[src/hw/rtl/gbk_pkg.sv]
package gbk_pkg;

    // Byte classes of the GBK stream
    localparam logic [7:0] LEAD_LOW   = 8'h81;
    localparam logic [7:0] LEAD_HIGH  = 8'hFE;
    localparam logic [7:0] TRAIL_LOW  = 8'h40;
    localparam logic [7:0] TRAIL_HIGH = 8'hFE;

    localparam logic [15:0] PASS_MAX      = 16'h007F;
    localparam logic [15:0] REPLACEMENT   = 16'hFFFD;
    localparam logic [15:0] ENTRIES_RESET = 16'd21920;

    // Register index, taken from the word address of the configuration port
    localparam logic REG_ENTRIES = 1'b0;

    // Kind of an input request
    localparam logic MODE_LOAD = 1'b0;
    localparam logic MODE_DATA = 1'b1;

    typedef struct packed {
        logic        start;
        logic [15:0] code;
    } search_req_t;

    typedef struct packed {
        logic        done;
        logic [15:0] code_point;
        logic        found;
    } search_rsp_t;

endpackage

[src/hw/rtl/gbk_search.sv]
module gbk_search #(
    parameter int unsigned TABLE_DEPTH = 32768,
    parameter int unsigned AW          = 15
) (
    input  logic                 aclk,
    input  logic                 aresetn,
    input  logic [15:0]          entries_i,
    input  gbk_pkg::search_req_t req_i,
    output gbk_pkg::search_rsp_t rsp_o,
    output logic                 rd_en_o,
    output logic [AW-1:0]        rd_addr_o,
    input  logic [31:0]          rd_data_i
);

    typedef enum logic [1:0] {
        S_IDLE = 2'b01,
        S_CMP  = 2'b10
    } srch_state_t;

    localparam logic [16:0] DEPTH_W = 17'(TABLE_DEPTH);

    srch_state_t st_reg, st_next;
    logic [AW-1:0] lo_reg, lo_next;
    logic [AW-1:0] hi_reg, hi_next;
    logic [AW-1:0] mid_reg, mid_next;
    logic [15:0]   code_reg, code_next;
    logic          done_reg, done_next;
    logic [15:0]   cp_reg, cp_next;
    logic          found_reg, found_next;

    logic [16:0] ent_w;
    logic [16:0] span_w;
    logic [16:0] top_w;
    logic [AW-1:0] mid0;
    logic [AW-1:0] hi0;
    logic [AW:0]   sum_up;
    logic [AW:0]   sum_dn;
    logic [AW-1:0] mid_up;
    logic [AW-1:0] mid_dn;
    logic [15:0]   key;

    assign ent_w  = {1'b0, entries_i};
    assign span_w = (ent_w > DEPTH_W) ? DEPTH_W : ent_w;
    assign top_w  = span_w - 17'd1;
    assign hi0    = top_w[AW-1:0];
    assign mid0   = top_w[AW:1];

    // Both candidate midpoints are ready before the compare picks one
    assign sum_up = {1'b0, mid_reg} + {1'b0, hi_reg} + {{AW{1'b0}}, 1'b1};
    assign sum_dn = {1'b0, lo_reg} + {1'b0, mid_reg} - {{AW{1'b0}}, 1'b1};
    assign mid_up = sum_up[AW:1];
    assign mid_dn = sum_dn[AW:1];
    assign key    = rd_data_i[31:16];

    always_comb begin
        st_next    = st_reg;
        lo_next    = lo_reg;
        hi_next    = hi_reg;
        mid_next   = mid_reg;
        code_next  = code_reg;
        done_next  = 1'b0;
        cp_next    = cp_reg;
        found_next = found_reg;
        rd_en_o    = 1'b0;
        rd_addr_o  = mid_reg;
        case (st_reg)
            S_IDLE: begin
                if (req_i.start) begin
                    code_next = req_i.code;
                    if (span_w == 17'd0) begin
                        done_next  = 1'b1;
                        cp_next    = gbk_pkg::REPLACEMENT;
                        found_next = 1'b0;
                    end else begin
                        lo_next   = '0;
                        hi_next   = hi0;
                        mid_next  = mid0;
                        rd_en_o   = 1'b1;
                        rd_addr_o = mid0;
                        st_next   = S_CMP;
                    end
                end
            end
            S_CMP: begin
                if (key == code_reg) begin
                    done_next  = 1'b1;
                    cp_next    = rd_data_i[15:0];
                    found_next = 1'b1;
                    st_next    = S_IDLE;
                end else if (key < code_reg && mid_reg < hi_reg) begin
                    lo_next   = mid_reg + AW'(1);
                    mid_next  = mid_up;
                    rd_en_o   = 1'b1;
                    rd_addr_o = mid_up;
                end else if (key > code_reg && lo_reg < mid_reg) begin
                    hi_next   = mid_reg - AW'(1);
                    mid_next  = mid_dn;
                    rd_en_o   = 1'b1;
                    rd_addr_o = mid_dn;
                end else begin
                    // range exhausted: miss
                    done_next  = 1'b1;
                    cp_next    = gbk_pkg::REPLACEMENT;
                    found_next = 1'b0;
                    st_next    = S_IDLE;
                end
            end
            default: begin
                st_next = S_IDLE;
            end
        endcase
    end

    always_ff @(posedge aclk) begin
        if (!aresetn) begin
            st_reg   <= S_IDLE;
            done_reg <= 1'b0;
        end else begin
            st_reg   <= st_next;
            done_reg <= done_next;
        end
        lo_reg    <= lo_next;
        hi_reg    <= hi_next;
        mid_reg   <= mid_next;
        code_reg  <= code_next;
        cp_reg    <= cp_next;
        found_reg <= found_next;
    end

    assign rsp_o.done       = done_reg;
    assign rsp_o.code_point = cp_reg;
    assign rsp_o.found      = found_reg;

endmodule

[config.mk]
export PLATFORM = sky130hd
export DESIGN_NAME = gbk_search
export DESIGN_NICKNAME = d
export VERILOG_FILES = /design/src/hw/rtl/gbk_pkg.sv /design/src/hw/rtl/gbk_search.sv
export SDC_FILE = /design/constraint.sdc
export NUM_CORES = 1
export LEC_CHECK = 0
export BUFFER_PORTS_ARGS = -buffer_cell sky130_fd_sc_hd__buf_4
export CORE_UTILIZATION = 40
export CTS_CLUSTER_DIAMETER = 30
export CTS_CLUSTER_SIZE = 25
export DETAILED_ROUTE_END_ITERATION = 16
export HOLD_SLACK_MARGIN = 0.03
export PLACE_DENSITY_LB_ADDON = 0.2
export SLEW_MARGIN = 5
export SYNTH_ARGS = -nofsm -noshare
export SYNTH_HDL_FRONTEND = slang
export SYNTH_SLANG_ARGS = --single-unit
[constraint.sdc]
create_clock -name aclk -period 8.3 [get_ports aclk]
set_input_delay 2.075 -clock aclk [delete_from_list [all_inputs] [get_ports aclk]]
set_output_delay 2.075 -clock aclk [all_outputs]
set_load 0.05 [all_outputs]
# Word-level counts from Yosys, hierarchy flattened
# Cells that the tools add are included.
[word_totals]
word_cells = 89
input_bits = 67
reg_bits = 81
out_inout_bits = 34
[classes]
add_sub_neg = 7
n_mux = 48
n_reduce_logical = 9
order_cmp = 5
eq_ne = 12
[op_table]
columns = ["operator", "n"]
rows = [
  ["$mux 15", 14],
  ["$mux 16", 6],
  ["$pmux 15 s2", 3],
  ["$add 15x15->16", 2],
  ["$pmux 16 s2", 1],
  ["$sub 16x1->16 const B", 2],
  ["$lt 15x15->1", 2],
  ["$logic_not 17->1", 1],
  ["$add 16x1->16 const B", 1],
  ["$eq 16x16->1", 1],
  ["$gt 16x16->1", 1],
  ["$gt 16x16->1 const B", 1],
  ["$lt 16x16->1", 1],
  ["$add 15x1->15 const B", 1],
  ["$mux 1", 15],
  ["$sub 15x1->15 const B", 1],
  ["$ne 2x2->1 const B", 7],
  ["$mux 2", 5],
  ["$reduce_and 5->1", 2],
  ["$ne 3x3->1 const B", 2],
  ["$pmux 1 s2", 3],
  ["$reduce_and 6->1", 1],
  ["$pmux 2 s2", 1],
  ["$reduce_and 4->1", 1],
  ["5 further kinds", 6],
]

# Depth between registers and ports, before layout
[logic_depth]
depth_word = 6
depth_mapped = 14
mapped_depth_nobuf = 14

# Worst setup path after synthesis
# No wires, ideal clock.
[synth_timing]
path_kind = "input to output"
startpoint = "input rd_data_i[21]"
endpoint = "output rd_addr_o[12]"
cell_stages = 11
required_ns = 6.225
path_slack_ns = 1.155
arrival_time_ns = 5.070
cell_sequence = "ha_1 > a21o_1 > nand3_1 > a211oi_1 > nor4_1 > or3b_1 > clkbuf_1 > clkbuf_1 > nand2_1 > o22ai_1 > o21ai_0"
[synth_between]
elab_chain_cells = 6
[synth_rtl]
columns = ["item", "line_no", "rtl"]
rows = [
  ["start: declaration", "gbk_search.sv:12", "input logic [31:0] rd_data_i"],
  ["$gt 16x16->1", "gbk_search.sv:95", "end else if (key > code_reg && lo_reg < mid_reg) begin"],
  ["$logic_and 1x1->1", "gbk_search.sv:95", ""],
  ["$mux 15", "gbk_search.sv:95", ""],
  ["$mux 15", "gbk_search.sv:90", "end else if (key < code_reg && mid_reg < hi_reg) begin"],
  ["$mux 15 *", "n/a", ""],
  ["$pmux 15 s2 *", "n/a", ""],
  ["end: declaration", "gbk_search.sv:11", "output logic [AW-1:0] rd_addr_o,"],
]
# Mark *: on every way between the ends. The rest lies on a longest branch, timed or not.

# Final worst setup path
[layout_timing]
startpoint = "input rd_data_i[17]"
endpoint = "output rd_addr_o[10]"
# Same word-level chain as after synthesis.

==> flow_metrics.env <==
export IMPL_syn2layout_area_growth_pct=18.80
export IMPL_status="finished clean"
export IMPL_antenna_found_initial=0
export IMPL_met1_usage_pct=27.87
export IMPL_grt_use_met2_pct=34.03
export IMPL_hold_buffers=0
export IMPL_synth_xor_area_share_pct=6.378
export IMPL_synth_simple_area_share_pct=16.51
export IMPL_diodes=0
export IMPL_worst_pin_slew_ns=1.031
export IMPL_synthesis_nets=940
export IMPL_grt_setup_unrepaired="no"
export IMPL_dieArea_mm2=0.01769
export IMPL_r2r_start="mid_reg[2]$_DFF_P_"
export IMPL_slowest_delay_ns=0.49
export IMPL_vias_per_cell=5.404
export IMPL_grt_max_degree=31
export IMPL_synthFlopType="edfxtp_1"
export IMPL_post_cts_resized=0
export IMPL_sw_frac_of_total_pct=44.66
export IMPL_ys_seq_area_share_pct=32.80
export IMPL_post_cts_buffers=0
export IMPL_slowest_stage="nor2_1"
export IMPL_die_x_um=133.0
export IMPL_crit_top_cell="buf_4"
export IMPL_hp_class="flop to flop"
export IMPL_grt_pass1_wl_um=28910
export IMPL_setup_violations=0
export IMPL_path_clk_slew_ns=0.07
export IMPL_ios=101
export IMPL_critPathTopFamily="compound AO/OA/AOI/OAI gates"
export IMPL_critPathLaunchType="input port"
export IMPL_min_delay_start="st_reg[0]$_SDFFE_PN1P_"
export IMPL_drive_above_1_share_pct=15.93
export IMPL_async_flop_share_pct=0
export IMPL_syn_inst=780
export IMPL_intPower_w=0.001198
export IMPL_drt_pass1_iter_count=5
export IMPL_cts_tree="built"
export IMPL_seqPwrFrac_pct=26.0
export IMPL_fin_crit_sh_pct=87.32
export IMPL_synth_compound_area_share_pct=18.77
export IMPL_avgSynthCellArea_um2=8.803
export IMPL_dp_hpwl_um=13900
export IMPL_use_met3_pct=3.257
export IMPL_multi_input_area_mm2=0.004086
export IMPL_drc=0
export IMPL_synth_area_mux_share_pct=0.6924
export IMPL_synth_edf_count=63
export IMPL_min_period_ns=7.248
export IMPL_stdcell_count=1099
export IMPL_start_util_pct=41.11
export IMPL_max_slew_margin_pct=31.24
export IMPL_powerDensity_mw_per_mm2=265.4
export IMPL_synth_adder_area_share_pct=17.16
export IMPL_wl_um=18200
export IMPL_synth_top_area_share_pct=27.55
export IMPL_grt_pass1_vias=5629
export IMPL_p_sw_w=0.0009667
export IMPL_synth_top_family_by_area="compound AO/OA/AOI/OAI gates"
export IMPL_grt_overflow=0
export IMPL_yosysWarningCount=0
export IMPL_cts_path_max_buffers=2
export IMPL_synth_cell_area_mm2=0.006867
export IMPL_synth_cell_types=70
export IMPL_port_buffers=100
export IMPL_wl_per_cell_um=16.56
export IMPL_path_max_fanout=10
export IMPL_nets=1034
export IMPL_setup_tns_final_ns=0
export IMPL_path_class="input port to primary output"
export IMPL_clock_root_buffer="clkbuf_16"
export IMPL_arrival_ns=5.17
export IMPL_via_count=5939
export IMPL_crit_required_ns=6.23
export IMPL_critPathLaunch="rd_data_i[17]"
export IMPL_rows=47
export IMPL_num_fill_cells=1666
export IMPL_cap_violations=0
export IMPL_fin_area_mm2=0.008158
export IMPL_cts_htree_levels=3
export IMPL_yosysTopAreaCell="edfxtp_1"
export IMPL_dp_cells=1083
export IMPL_coreArea_mm2=0.01670
export IMPL_slew_viol_final=0
export IMPL_peakVddDrop_v=0.0001632
export IMPL_clkPwrFrac_pct=19.4
export IMPL_die_h_um=133.0
export IMPL_drt_iter0_markers=379
export IMPL_cp_cell_sequence="buf_4 -> ha_1 -> nor2b_1 -> o211ai_1 -> a2111oi_0 -> nor4_1 -> nor2_1 -> nand2_1 -> o311a_1 -> o21ai_0 -> buf_4"
export IMPL_dp_slack_ns=1.103
export IMPL_cp_buffers_inverters=2
export IMPL_ys_ff_latch=81
export IMPL_gp_congestion=0.8746
export IMPL_ant_nets=0
export IMPL_regArea_mm2=0.002252
export IMPL_clock_latency_ns=0.35
export IMPL_max_freq_mhz=138.0
export IMPL_fin_skew_ns=0.01132
export IMPL_cts_buffers=9
export IMPL_fin_ws_ns=1.052
export IMPL_hold_violations=0
export IMPL_cp_end_kind="primary output"
export IMPL_p_leak_nw=3.562
export IMPL_synth_area_leaders="edfxtp_1, ha_1, inv_1, xnor2_1, dfxtp_1"
export IMPL_grt_use_total_pct=21.02
export IMPL_power_frac_comb_pct=54.6
export IMPL_dpl_cell_area_mm2=0.007849
export IMPL_cts_sinks=81
export IMPL_busiest_layer="met2"
[final timing paths]
path | endpoint | slack (ns) | cells after the start
worst max-delay path | rd_addr_o[10] | 1.05 | 11
worst min-delay path | st_reg[0]$_SDFFE_PN1P_ | 0.54 | 2
worst max register to register | hi_reg[1]$_DFFE_PP_ | 4.31 | 10
worst min register to register | st_reg[0]$_SDFFE_PN1P_ | 0.54 | 2
[cells in the final DEF, fill, tap and decap left out, drive strengths merged, types with 4 or more instances in the layout]
cell | Yosys | routed
a21o | 11 | 11
or3 | 7 | 7
nor3b | 4 | 4
dfxtp | 18 | 18
nand3 | 21 | 21
o21a | 7 | 7
a22oi | 5 | 5
o21ai | 40 | 40
ha | 91 | 91
a221o | 9 | 9
nor3 | 24 | 24
buf | 10 | 110
nand2 | 38 | 38
xnor2 | 45 | 45
nand4 | 11 | 11
a21oi | 55 | 55
nor4 | 6 | 6
a221oi | 5 | 5
a31oi | 6 | 6
nor2 | 62 | 62
and3 | 7 | 7
inv | 107 | 111
nor2b | 11 | 11
edfxtp | 63 | 63
nand2b | 21 | 21
o211ai | 10 | 10
clkbuf | 17 | 9
o221ai | 4 | 4
xor2 | 5 | 5
a211oi | 7 | 7
[cell families after synthesis]
| family | after synthesis |
|---|---|
| mux | 4 |
| fa+ha+maj | 93 |
| flops | 81 |
| compound gates | 192 |
| simple gates | 224 |
| xor+xnor | 50 |
| buf+inv | 136 |
[worst min-delay path, delay by kind of cell (launching register included)]
kind | cells | cell delay, ns
DFF | 1 | 0.32
AOI/OAI and AO/OA | 1 | 0.09
buffers and inverters | 1 | 0.08
[area by class of cell]
type	instances	share of cell area (%)
sequential	81	27.61
clock inverter	7	1.028
clock buffer	9	2.761
multi-input combinational	563	50.09
timing repair buffer	110	10.12
tap	220	3.374
inverter	109	5.015
[power by group through the flow]
| stage | sequential (W) | clock [W] | combinational, W |
|---|---|---|---|
| after floorplan | 0.000539 | 0 | 0.000895 |
| after global placement | 0.000571 | 0 | 0.00116 |
| after detailed placement | 0.000571 | 0 | 0.00117 |
| after CTS | 0.000563 | 0.000430 | 0.00117 |
| after global routing | 0.000570 | 0.000447 | 0.00130 |
| final | 0.000563 | 0.000420 | 0.00118 |
[metrics by stage]
stage | hold slack [ns] | util, % | power [W]
4_1_cts | 0.5441 | 48.85 | 0.002166
5_1_grt | 0.6100 | 48.85 | 0.002322
6_report | 0.5437 | 48.85 | 0.002165
3_5_place_dp | 0.5322 | 47.00 | 0.001738
3_3_place_gp | 0.5310 | 47.00 | 0.001735
2_1_floorplan | 0.5019 | - | 0.001434
[cell usage after synthesis, types with 6 or more instances]
master,count
inv_1,107
ha_1,91
edfxtp_1,63
nor2_1,61
a21oi_1,55
xnor2_1,45
o21ai_0,39
nand2_1,38
nor3_1,23
nand2b_1,21
nand3_1,21
dfxtp_1,18
clkbuf_1,17
a21o_1,11
nand4_1,11
nor2b_1,11
o211ai_1,10
a221o_1,9
a211oi_1,7
and3_1,7
o21a_1,7
or3_1,7
a31oi_1,6
nor4_1,6
[metal layers]
metal / share of wire [%] / vias to the layer above
li1: - / 2963
met1: 46 / 2749
met2: 45 / 196
met3: 6.4 / 31
met4: 2.6 / 0
met5: 0 / -
(Power assumes the default switching activity.)
